`src/rtl/core/mtcr_pkg.sv`:
```
// ----------------------------------------------------------------------------
// mtcr_pkg
// Shared types, constants and helpers for the MIDI transpose / channel
// remap unit.
// ----------------------------------------------------------------------------
`default_nettype none

package mtcr_pkg;

  // Byte classes
  localparam logic [3:0] NIB_SYSTEM   = 4'hF;
  localparam logic [3:0] NIB_NOTE_OFF = 4'h8;
  localparam logic [3:0] NIB_NOTE_ON  = 4'h9;

  // Configuration register indexes
  localparam logic CFG_IDX_TRANSPOSE = 1'b0;
  localparam logic CFG_IDX_CHANNEL   = 1'b1;

  localparam int CFG_DATA_W   = 8;
  localparam int CHANNEL_W    = 5;
  localparam int MAX_CHANNEL  = 16;

  // Default depth of the message queue between front and back
  localparam int MSG_FIFO_DEPTH_DEF = 2;

  // Message length codes (bytes in a rebuilt message)
  localparam logic [1:0] MSG_LEN_1 = 2'd1;
  localparam logic [1:0] MSG_LEN_2 = 2'd2;
  localparam logic [1:0] MSG_LEN_3 = 2'd3;

  // One rebuilt message, bytes sent b0 first
  typedef struct packed {
    logic [7:0] b0;
    logic [7:0] b1;
    logic [7:0] b2;
    logic [1:0] len;
  } msg_t;

  // Configuration seen by the parser
  typedef struct packed {
    logic [7:0]           transpose;
    logic [CHANNEL_W-1:0] channel;
  } cfg_t;

  // Queue status toward the serializer
  typedef struct packed {
    logic empty;
    logic full;
  } fifo_stat_t;

  // Data bytes per channel status nibble
  function automatic logic [1:0] data_len(input logic [3:0] nib);
    logic [1:0] len;
    len = 2'd0;
    unique case (nib)
      4'h8, 4'h9, 4'hA, 4'hB, 4'hE: len = 2'd2;
      4'hC, 4'hD:                   len = 2'd1;
      default:                      len = 2'd0;
    endcase
    return len;
  endfunction

endpackage

`default_nettype wire

```
`src/rtl/core/midi_transpose_channel_remap_unit.sv`:
```
// ----------------------------------------------------------------------------
// midi_transpose_channel_remap_unit
// MIDI running-status parser with key transpose and channel remap.
// ----------------------------------------------------------------------------
// Usage:
//   Input is a queue write port: a byte is taken on a clock edge with push
//   high and full low. Results come out as a queue read port: while empty
//   is low the oldest byte sits on out_byte / out_end_of_message, and pop
//   takes it.
//   The parser handles one byte per cycle while full is low; a completing
//   byte queues a whole message (1 to 3 bytes, status rebuilt explicitly).
//   The serializer sends one byte per cycle while the receiver pops, so the
//   output side sets the sustained rate. A completing byte's message passes
//   the message queue, then the output register. full rises when the queue
//   holds MSG_FIFO_DEPTH messages; a stalled receiver fills the queue and
//   then back-pressures the input. Configuration (cfg_we, cfg_index,
//   cfg_data) must be written while idle; the block does not enforce it.
//   Index 0 is the signed transpose, index 1 the forced channel (0 keeps).
//   Synchronous reset clears running status, queue, output and config.
// ----------------------------------------------------------------------------
`default_nettype none

module midi_transpose_channel_remap_unit #(
  parameter int MSG_FIFO_DEPTH = mtcr_pkg::MSG_FIFO_DEPTH_DEF
) (
  input  wire  logic                          clk,
  input  wire  logic                          rst_n,
  // configuration
  input  wire  logic                          cfg_we,
  input  wire  logic                          cfg_index,
  input  wire  logic [mtcr_pkg::CFG_DATA_W-1:0] cfg_data,
  // input bytes
  input  wire  logic                          push,
  output logic                                full,
  input  wire  logic [7:0]                    in_midi_byte,
  // output bytes
  output logic                                empty,
  input  wire  logic                          pop,
  output logic [7:0]                          out_byte,
  output logic                                out_end_of_message
);

  logic [7:0]                     transpose_r;
  logic [mtcr_pkg::CHANNEL_W-1:0] channel_r;
  mtcr_pkg::cfg_t                 cfg;

  logic                 in_take;
  logic                 wr_valid;
  mtcr_pkg::msg_t       wr_msg;
  mtcr_pkg::msg_t       head_msg;
  mtcr_pkg::fifo_stat_t fifo_stat;
  logic                 head_pop;

  // Configuration registers
  always_ff @(posedge clk) begin
    if (!rst_n) begin
      transpose_r <= '0;
      channel_r   <= '0;
    end else if (cfg_we) begin
      unique case (cfg_index)
        mtcr_pkg::CFG_IDX_TRANSPOSE: transpose_r <= cfg_data[7:0];
        mtcr_pkg::CFG_IDX_CHANNEL:   channel_r   <= cfg_data[mtcr_pkg::CHANNEL_W-1:0];
        default: ;
      endcase
    end
  end

  assign cfg.transpose = transpose_r;
  assign cfg.channel   = channel_r;

  assign full    = fifo_stat.full;
  assign in_take = push && !fifo_stat.full;

  // Front: parse and build messages
  mtcr_front u_front (
    .clk        (clk),
    .rst_n      (rst_n),
    .cfg        (cfg),
    .byte_valid (in_take),
    .midi_byte  (in_midi_byte),
    .msg_valid  (wr_valid),
    .msg        (wr_msg)
  );

  // Message queue
  mtcr_msg_fifo #(
    .DEPTH (MSG_FIFO_DEPTH)
  ) u_fifo (
    .clk    (clk),
    .rst_n  (rst_n),
    .wr_en  (wr_valid),
    .wr_msg (wr_msg),
    .rd_en  (head_pop),
    .rd_msg (head_msg),
    .stat   (fifo_stat)
  );

  // Back: serialize bytes
  mtcr_back u_back (
    .clk                (clk),
    .rst_n              (rst_n),
    .head_msg           (head_msg),
    .fifo_stat          (fifo_stat),
    .head_pop           (head_pop),
    .pop                (pop),
    .empty              (empty),
    .out_byte           (out_byte),
    .out_end_of_message (out_end_of_message)
  );

  // Output is empty right after reset
  a_reset_empty: assert property (@(posedge clk) !rst_n |=> empty)
    else $error("output not empty after reset");

  // A channel status byte only updates state, it queues nothing
  a_status_no_msg: assert property (@(posedge clk) disable iff (!rst_n)
    (in_take && in_midi_byte[7] && (in_midi_byte[7:4] != mtcr_pkg::NIB_SYSTEM))
    |-> !wr_valid)
    else $error("channel status byte produced a message");

  // Queued messages always carry at least one byte
  a_msg_len: assert property (@(posedge clk) disable iff (!rst_n)
    wr_valid |-> (wr_msg.len != 2'd0))
    else $error("queued message with zero length");

  // Within a message the next byte follows right after a pop
  a_msg_contiguous: assert property (@(posedge clk) disable iff (!rst_n)
    (!empty && pop && !out_end_of_message) |=> !empty)
    else $error("gap inside an emitted message");

endmodule

`default_nettype wire

```
`src/rtl/core/mtcr_front.sv`:
```
// ----------------------------------------------------------------------------
// mtcr_front
// Byte parser: tracks running status, collects data bytes and builds
// complete messages with status rewrite and key transpose applied.
// ----------------------------------------------------------------------------
`default_nettype none

module mtcr_front (
  input  wire                logic clk,
  input  wire                logic rst_n,
  input  wire mtcr_pkg::cfg_t      cfg,
  input  wire                logic byte_valid,
  input  wire                logic [7:0] midi_byte,
  output logic                     msg_valid,
  output mtcr_pkg::msg_t           msg
);

  logic [7:0] running_status_r, running_status_nxt;
  logic       bytes_held_r, bytes_held_nxt;
  logic [7:0] first_data_r, first_data_nxt;

  logic       ch_forced;
  logic [7:0] status_out;
  logic [7:0] key_out;
  logic       is_note;

  // Status byte as sent, with optional channel override
  assign ch_forced  = (cfg.channel != '0) &&
                      (cfg.channel <= mtcr_pkg::CHANNEL_W'(mtcr_pkg::MAX_CHANNEL));
  assign status_out = ch_forced ?
                      {running_status_r[7:4], cfg.channel[3:0] - 4'd1} :
                      running_status_r;

  // Key transpose for note on / note off, wraps mod 256
  assign is_note = (running_status_r[7:4] == mtcr_pkg::NIB_NOTE_OFF) ||
                   (running_status_r[7:4] == mtcr_pkg::NIB_NOTE_ON);
  assign key_out = is_note ? (first_data_r + cfg.transpose) : first_data_r;

  // Parse one byte
  always_comb begin
    running_status_nxt = running_status_r;
    bytes_held_nxt     = bytes_held_r;
    first_data_nxt     = first_data_r;
    msg_valid          = 1'b0;
    msg                = '{b0: midi_byte, b1: midi_byte, b2: midi_byte,
                           len: mtcr_pkg::MSG_LEN_1};
    if (byte_valid) begin
      if (midi_byte[7:4] == mtcr_pkg::NIB_SYSTEM) begin
        // system byte passes alone, drops running status
        running_status_nxt = '0;
        bytes_held_nxt     = 1'b0;
        msg_valid          = 1'b1;
      end else if (midi_byte[7]) begin
        running_status_nxt = midi_byte;
        bytes_held_nxt     = 1'b0;
      end else if (running_status_r == '0) begin
        // stray data byte
        msg_valid = 1'b1;
      end else if (mtcr_pkg::data_len(running_status_r[7:4]) == 2'd1) begin
        bytes_held_nxt = 1'b0;
        msg_valid      = 1'b1;
        msg.b0         = status_out;
        msg.len        = mtcr_pkg::MSG_LEN_2;
      end else if (!bytes_held_r) begin
        first_data_nxt = midi_byte;
        bytes_held_nxt = 1'b1;
      end else begin
        bytes_held_nxt = 1'b0;
        msg_valid      = 1'b1;
        msg.b0         = status_out;
        msg.b1         = key_out;
        msg.len        = mtcr_pkg::MSG_LEN_3;
      end
    end
  end

  // State registers
  always_ff @(posedge clk) begin
    if (!rst_n) begin
      running_status_r <= '0;
      bytes_held_r     <= 1'b0;
    end else begin
      running_status_r <= running_status_nxt;
      bytes_held_r     <= bytes_held_nxt;
    end
  end

  // Held data byte, no reset needed
  always_ff @(posedge clk) begin
    first_data_r <= first_data_nxt;
  end

endmodule

`default_nettype wire

```
`src/rtl/core/mtcr_msg_fifo.sv`:
```
// ----------------------------------------------------------------------------
// mtcr_msg_fifo
// Short message queue between parser and serializer.
// ----------------------------------------------------------------------------
`default_nettype none

module mtcr_msg_fifo #(
  parameter int DEPTH = mtcr_pkg::MSG_FIFO_DEPTH_DEF
) (
  input  wire             logic clk,
  input  wire             logic rst_n,
  input  wire             logic wr_en,
  input  wire mtcr_pkg::msg_t   wr_msg,
  input  wire             logic rd_en,
  output mtcr_pkg::msg_t        rd_msg,
  output mtcr_pkg::fifo_stat_t  stat
);

  localparam int PTR_W = (DEPTH > 1) ? $clog2(DEPTH) : 1;
  localparam int CNT_W = $clog2(DEPTH + 1);

  mtcr_pkg::msg_t mem [DEPTH];
  logic [PTR_W-1:0] wr_ptr_r, rd_ptr_r;
  logic [CNT_W-1:0] count_r;
  logic             do_wr, do_rd;

  assign stat.empty = (count_r == '0);
  assign stat.full  = (count_r == CNT_W'(DEPTH));
  assign do_wr      = wr_en && !stat.full;
  assign do_rd      = rd_en && !stat.empty;
  assign rd_msg     = mem[rd_ptr_r];

  // Pointers and fill count
  always_ff @(posedge clk) begin
    if (!rst_n) begin
      wr_ptr_r <= '0;
      rd_ptr_r <= '0;
      count_r  <= '0;
    end else begin
      if (do_wr)
        wr_ptr_r <= (wr_ptr_r == PTR_W'(DEPTH - 1)) ? '0 : wr_ptr_r + 1'b1;
      if (do_rd)
        rd_ptr_r <= (rd_ptr_r == PTR_W'(DEPTH - 1)) ? '0 : rd_ptr_r + 1'b1;
      if (do_wr && !do_rd)
        count_r <= count_r + 1'b1;
      else if (do_rd && !do_wr)
        count_r <= count_r - 1'b1;
    end
  end

  // Storage
  always_ff @(posedge clk) begin
    if (do_wr)
      mem[wr_ptr_r] <= wr_msg;
  end

endmodule

`default_nettype wire

```
`src/rtl/core/mtcr_back.sv`:
```
// ----------------------------------------------------------------------------
// mtcr_back
// Serializer: sends the queued message one byte per cycle while the receiver
// pops, through an output register, marking the last byte.
// ----------------------------------------------------------------------------
`default_nettype none

module mtcr_back (
  input  wire                 logic clk,
  input  wire                 logic rst_n,
  input  wire mtcr_pkg::msg_t       head_msg,
  input  wire mtcr_pkg::fifo_stat_t fifo_stat,
  output logic                      head_pop,
  input  wire                 logic pop,
  output logic                      empty,
  output logic [7:0]                out_byte,
  output logic                      out_end_of_message
);

  logic [1:0] idx_r, idx_nxt;
  logic       out_valid_r;
  logic [7:0] out_byte_r;
  logic       out_eom_r;
  logic       load;
  logic       last;
  logic [7:0] sel_byte;

  // Load when a message is queued and the output register is free or being drained this cycle
  assign load = !fifo_stat.empty && (!out_valid_r || pop);
  assign last = ((idx_r + 2'd1) == head_msg.len);
  assign head_pop = load && last;

  always_comb begin
    case (idx_r)
      2'd0:    sel_byte = head_msg.b0;
      2'd1:    sel_byte = head_msg.b1;
      default: sel_byte = head_msg.b2;
    endcase
  end

  always_comb begin
    idx_nxt = idx_r;
    if (load)
      idx_nxt = last ? 2'd0 : idx_r + 2'd1;
  end

  // Control
  always_ff @(posedge clk) begin
    if (!rst_n) begin
      idx_r       <= 2'd0;
      out_valid_r <= 1'b0;
    end else begin
      idx_r <= idx_nxt;
      if (load)
        out_valid_r <= 1'b1;
      else if (pop)
        out_valid_r <= 1'b0;
    end
  end

  // Output payload
  always_ff @(posedge clk) begin
    if (load) begin
      out_byte_r <= sel_byte;
      out_eom_r  <= last;
    end
  end

  assign empty              = !out_valid_r;
  assign out_byte           = out_byte_r;
  assign out_end_of_message = out_eom_r;

endmodule

`default_nettype wire
```
`config.mk`:
```
export PLATFORM = sky130hd
export DESIGN_NAME = midi_transpose_channel_remap_unit
export DESIGN_NICKNAME = d
export VERILOG_FILES = /design/src/rtl/core/mtcr_pkg.sv /design/src/rtl/core/midi_transpose_channel_remap_unit.sv /design/src/rtl/core/mtcr_front.sv /design/src/rtl/core/mtcr_msg_fifo.sv /design/src/rtl/core/mtcr_back.sv
export SDC_FILE = /design/constraint.sdc
export NUM_CORES = 1
export LEC_CHECK = 0
export BUFFER_PORTS_ARGS = -buffer_cell sky130_fd_sc_hd__buf_4
export CAP_MARGIN = 40
export CORE_ASPECT_RATIO = 1.1
export CORE_MARGIN = 3
export CORE_UTILIZATION = 49
export CTS_CLUSTER_SIZE = 10
export DETAILED_ROUTE_END_ITERATION = 8
export GPL_ROUTABILITY_DRIVEN = 0
export HOLD_SLACK_MARGIN = 0.05
export PLACE_DENSITY = 0.64
export SYNTH_ARGS = -nofsm -noshare
export SYNTH_HDL_FRONTEND = slang
export SYNTH_SLANG_ARGS = --single-unit
```
`constraint.sdc`:
```
create_clock -name clk -period 5.56 [get_ports clk]
set_input_delay 0.556 -clock clk [delete_from_list [all_inputs] [get_ports clk]]
set_output_delay 0.556 -clock clk [all_outputs]
set_load 0.005 [all_outputs]
```
---- Yosys cells after proc, flatten, opt, wreduce, memory -nomap -nowiden ----
Memories as Yosys holds them, arrays and structs flattened. A register that Yosys moved wholly into a read port is not among the register bits.
Index checks and enable logic that the tools add are counted.
Widths: inputs -> output; s select.
storage, ports and cells
  memories ................................ 1
  bits of input ports ..................... 22
  logic and storage cells ................. 114
  RAM bits ................................ 52
  register bits after elaboration ......... 45
operators by class
  magnitude comparators ................... 1
  equality and inequality tests ........... 13
  $add $sub $neg .......................... 7
  bitwise operators ....................... 6
  multiplexer cells ....................... 45
  reduce and logical (&&, ||, !) cells .... 29
memories
  memory      depth  width  read ports  clocked after memory_dff  write ports  line                 text
  u_fifo.mem  2      26     1           1                         1            mtcr_msg_fifo.sv:22  mtcr_pkg::msg_t mem [DEPTH];
operators by type and width
  operator             count
  $mux 16              5
  $mux 8               5
  $eq 4x4->1 const B   8
  $mux 2               13
  $mux 1               19
  $pmux 8 s2           1
  $add 7x8->8          1
  $logic_and 1x1->1    8
  $logic_not 8->1      1
  $reduce_and 2->1     4
  $not 1->1            6
  $reduce_and 6->1     1
  $reduce_bool 2->1    3
  $le 5x5->1 const B   1
  $logic_not 1->1      5
  $reduce_bool 5->1    1
  $reduce_or 5->1      1
  $add 2x1->2 const B  2
  $eq 2x1->1 const B   2
  $logic_not 2->1      2
  $mux 4               1
  $pmux 2 s2           1
  $sub 4x1->4 const B  1
  $ne 3x2->1 const B   1
  6 further kinds      8

---- Longest topological paths before layout ----
  depth after elaboration ................. 18
  gate-level depth with buffers ........... 9
  depth with buffers taken out ............ 9

---- By module ----
A second synthesis with hierarchy kept.
unflattened totals
  cells, all modules ...................... 393
  area total of the unflattened synthesis .. 4692.0 um^2
by module, submodules not included
  module                             cells each  area an instance (um^2)  instances
  mtcr_msg_fifo                      106         2108.3                   1
  mtcr_front                         173         1438.9                   1
  mtcr_back                          60          614.3                    1
  midi_transpose_channel_remap_unit  54          530.5                    1

---- Worst setup path after synthesis ----
OpenSTA, ideal clock, no wires.
  path type ............................... input to register
  start point ............................. input in_midi_byte[7]
  end point ............................... memory u_fifo.mem[1][0] (netlist name) (enable)
  data arrival time ....................... 2.516 ns
  setup slack ............................. 2.635 ns
  buffers on the path ..................... 1
  stages .................................. 5
  path through ............................ clkbuf_1 -> nand4_1 -> o21ai_0 -> nand2_1 -> nor2_1
between the ends
  cells in the longest elaborated chain, start to end .. 6
  elaborated cells on any way between the ends .. 7
  those cells by class .................... eq/ne: 1; mux: 5; reduce/logical: 1
RTL lines
  what                                         line                                     text
  from (decl)                                  midi_transpose_channel_remap_unit.sv:35  input wire logic [7:0] in_midi_byte,
  $eq 4x4->1 / $mux 1 (equally long branches)  mtcr_front.sv:48, mtcr_front.sv:53
  $mux 1 *                                     mtcr_front.sv:48                         if (midi_byte[7:4] == mtcr_pkg::NIB_SYSTEM) begin
  $mux 1 *                                     mtcr_front.sv:47                         if (byte_valid) begin
  $logic_and 1x1->1 *                          mtcr_msg_fifo.sv:29                      assign do_wr = wr_en && !stat.full;
  $mux 1 *                                     mtcr_msg_fifo.sv:53                      if (do_wr)
  $mux 1 (not written as such) *               mtcr_msg_fifo.sv:54                      mem[wr_ptr_r] <= wr_msg;
  to (decl)                                    mtcr_msg_fifo.sv:22
Every way passes the cells marked *; elsewhere a longest branch is shown, timed or not.

==> reports/metrics.yaml <==
cts_buffers: 9
cp.required_ns: 5.87
min_period_over_period_pct: 47.1
endpoint: "u_fifo.count_r[1]"
pre_cts_ws_ns: 2.94
cts_tree: "yes"
maxCapViolCount: 0
io_pins: 33
insertion_delay_ns: 0.37
p_leak_nw: 1.77
skew_ns: 0.0177
dieWidth_um: 95.6
std_cell_rows: 35
grt_pass1_wl_um: 14500
worstSetupStartpointType: "register"
fin_util_pct: 57.2
finalMaxSlewViolations: 0
crit_type: "reg -> reg"
remaining_drc_errors: 0
hold_class: "in -> reg"
synth_nets: 425
worst_ir_drop_vdd_v: 0.000156
final_layout_size_suffix_gt1_share_pct: 13.8
yosysMostFrequentCell: "edfxtp_1"
yosys.cell_types.count: 47
dp_hpwl_um: 6380
ys_top_cells_by_area: "edfxtp_1 (47%), dfxtp_1 (14%), nand2_1 (5.3%), a21oi_1 (4.0%), ha_1 (3.2%)"
cts.repair.resized: 0
report.final.setup_viol: 0
diodes: 0
slew_headroom_pct: 50.5
vias: 2996
die_y_um: 105
cts_htree_levels: 3
viasPerCell: 5.57
worstRegToRegCells: 6
cts_hold_buf: 0
initial_core_util_pct: 50.9
clk_pin_slew_ns: 0.10
ant_nets: 0
synth_top_area_cell: "edfxtp_1"
drt-wirelength-per-cell_um: 16.4
end_kind: "register"
fillCellCount: 764
first_iter_violations: 177
grt_pass1_vias: 2822
powerDensity_mw_per_mm2: 416
seqCellArea_mm2: 0.00264
grt_antenna_before_repair: 0
rsz0062_at_grt: "false"
nets: 456
min_period_ns: 2.62
avgSynthCellArea_um2: 11.1
area_growth_pct: 12.4
grt_usage_pct: 19.1
yosysTopAreaCellShare_pct: 47.2
setup_tns_ns: 0
hold_viol: 0
path_max_fanout: 18
portBuffers: 32
routed_wl_um: 8830
r2r-end: "u_fifo.count_r[1]"
core-area_mm2: 0.00850
worstMarginPinSlew_ns: 0.737
clockBufferDepth: 2
worstPathArrival_ns: 2.93
post_cts_buffers: 0
r2r_setup_slack_ns: 2.94
grt_max_degree: 29
status: "finished clean"
die_area_mm2: 0.00999
cts.sinks: 98
multiInputGateArea_mm2: 0.00155
yosysSeqAreaShare_pct: 61.1
synth_edf_count: 68
ys_async_sr_fraction_pct: 0
yosysWarnings: 0
cts-root-buf: "clkbuf_8"
synthCells: 391
ys_seq_elements: 98
dr.pass1.iters: 5
yosys-top-cells-count: "edfxtp_1 (68), nand2_1 (61), a21oi_1 (35), dfxtp_1 (30), nor2_1 (27)"
ys.flop_type: "edfxtp_1"
synth_area_mm2: 0.00433
finalWorstSetupSlack_ns: 2.94
grt.overflow.total: 0
max_freq_mhz: 382
-- worst min-delay path by stage --
stage                           startpoint                          end  slack [ns]  cells past startpoint
6_report                       cfg_data[5]               transpose_r[5]        0.43                      3
3_5_place_dp   u_front.running_status_r[3]  u_front.running_status_r[3]        0.46                      2
3_3_place_gp                transpose_r[6]               transpose_r[6]        0.46                      2
4_1_cts                        cfg_data[5]               transpose_r[5]        0.42                      3
5_1_grt                    in_midi_byte[1]             u_fifo.mem[1][3]        0.42                      1
2_1_floorplan               transpose_r[0]               transpose_r[0]        0.44                      2
-- stage by stage --
step | total power [mW] | hold slack (ns) | cell area [um^2] | std cells
final | 2.02 | 0.434 | 4860 | 538
after floorplan | 1.40 | 0.441 | 4330 | 391
after global routing | 2.16 | 0.418 | 4860 | 538
after detailed placement | 1.60 | 0.459 | 4670 | 522
after global placement | 1.57 | 0.456 | 4640 | 519
after CTS | 2.04 | 0.422 | 4860 | 538
-- critical path: stages, from the launching register on --
cell and delay (ns):
dfxtp_1 0.76, mux2i_1 0.28, xnor2_1 0.16, or4b_4 0.51, ha_1 0.35, or3_1 0.37
a21oi_1 0.13
-- registers in the layout (all words and copies together) (netlist names), named ones only --
| name | cells |
|---|---|
| u_fifo.mem | 52 |
| transpose_r | 8 |
| u_back.out_byte | 8 |
| u_front.running_status_r | 8 |
| u_front.first_data_r | 7 |
| channel_r | 5 |
| u_back.idx_r | 2 |
| u_fifo.count_r | 2 |
| u_back.out_end_of_message | 1 |
| u_back.out_valid_r | 1 |
| u_fifo.rd_ptr_r | 1 |
| u_fifo.wr_ptr_r | 1 |
| u_front.bytes_held_r | 1 |
-- routing by layer --
metal  up-vias  share of wire (%)  GRT usage (%)
li1       1493                  -              -
met1      1435                 46           27.8
met2        56                 49           29.1
met3        12                3.9           3.10
met4         0                1.6           6.61
met5         -                  0              0
-- logic make-up after synthesis --
| family | after synthesis | share of synthesized area, % |
|---|---|---|
| buf+inv | 33 | 3.15 |
| fa+ha+maj | 12 | 3.64 |
| mux | 4 | 0.926 |
| compound gates | 100 | 14.4 |
| xor+xnor | 12 | 2.43 |
| flops | 98 | 61.1 |
| simple gates | 132 | 14.3 |
-- cell type report --
cell class | instances | share of cell area (%)
clock buffer | 9 | 2.55
timing repair buffer | 36 | 5.71
multi-input combinational | 260 | 31.8
tap | 111 | 2.86
clock inverter | 7 | 1.39
inverter | 17 | 1.31
sequential | 98 | 54.3
-- cell usage in the layout (no fill, tap or decap), drive strengths merged, types with 2 or more instances in the layout --
master  count
nor2       27
a21oi      35
nand3      16
a22o        9
xor2        6
a22oi       8
nor3b       2
a21o        4
xnor2       6
and2        2
clkinv      2
a211oi      9
mux2i       4
or4b        2
o21ai      18
dfxtp      30
edfxtp     68
ha         11
nand2b      3
nor2b       3
nand4       2
nor4        3
nor3        3
nand2      62
a31oi      12
buf        36
inv        21
clkbuf      9
-- power breakdown --
group          total [mW]  switching [mW]  internal (mW)
registers           0.985          0.0647          0.921
clock network       0.448           0.273          0.175
logic               0.591           0.331          0.261
total                2.02           0.668           1.36
(Power assumes the default switching activity.)
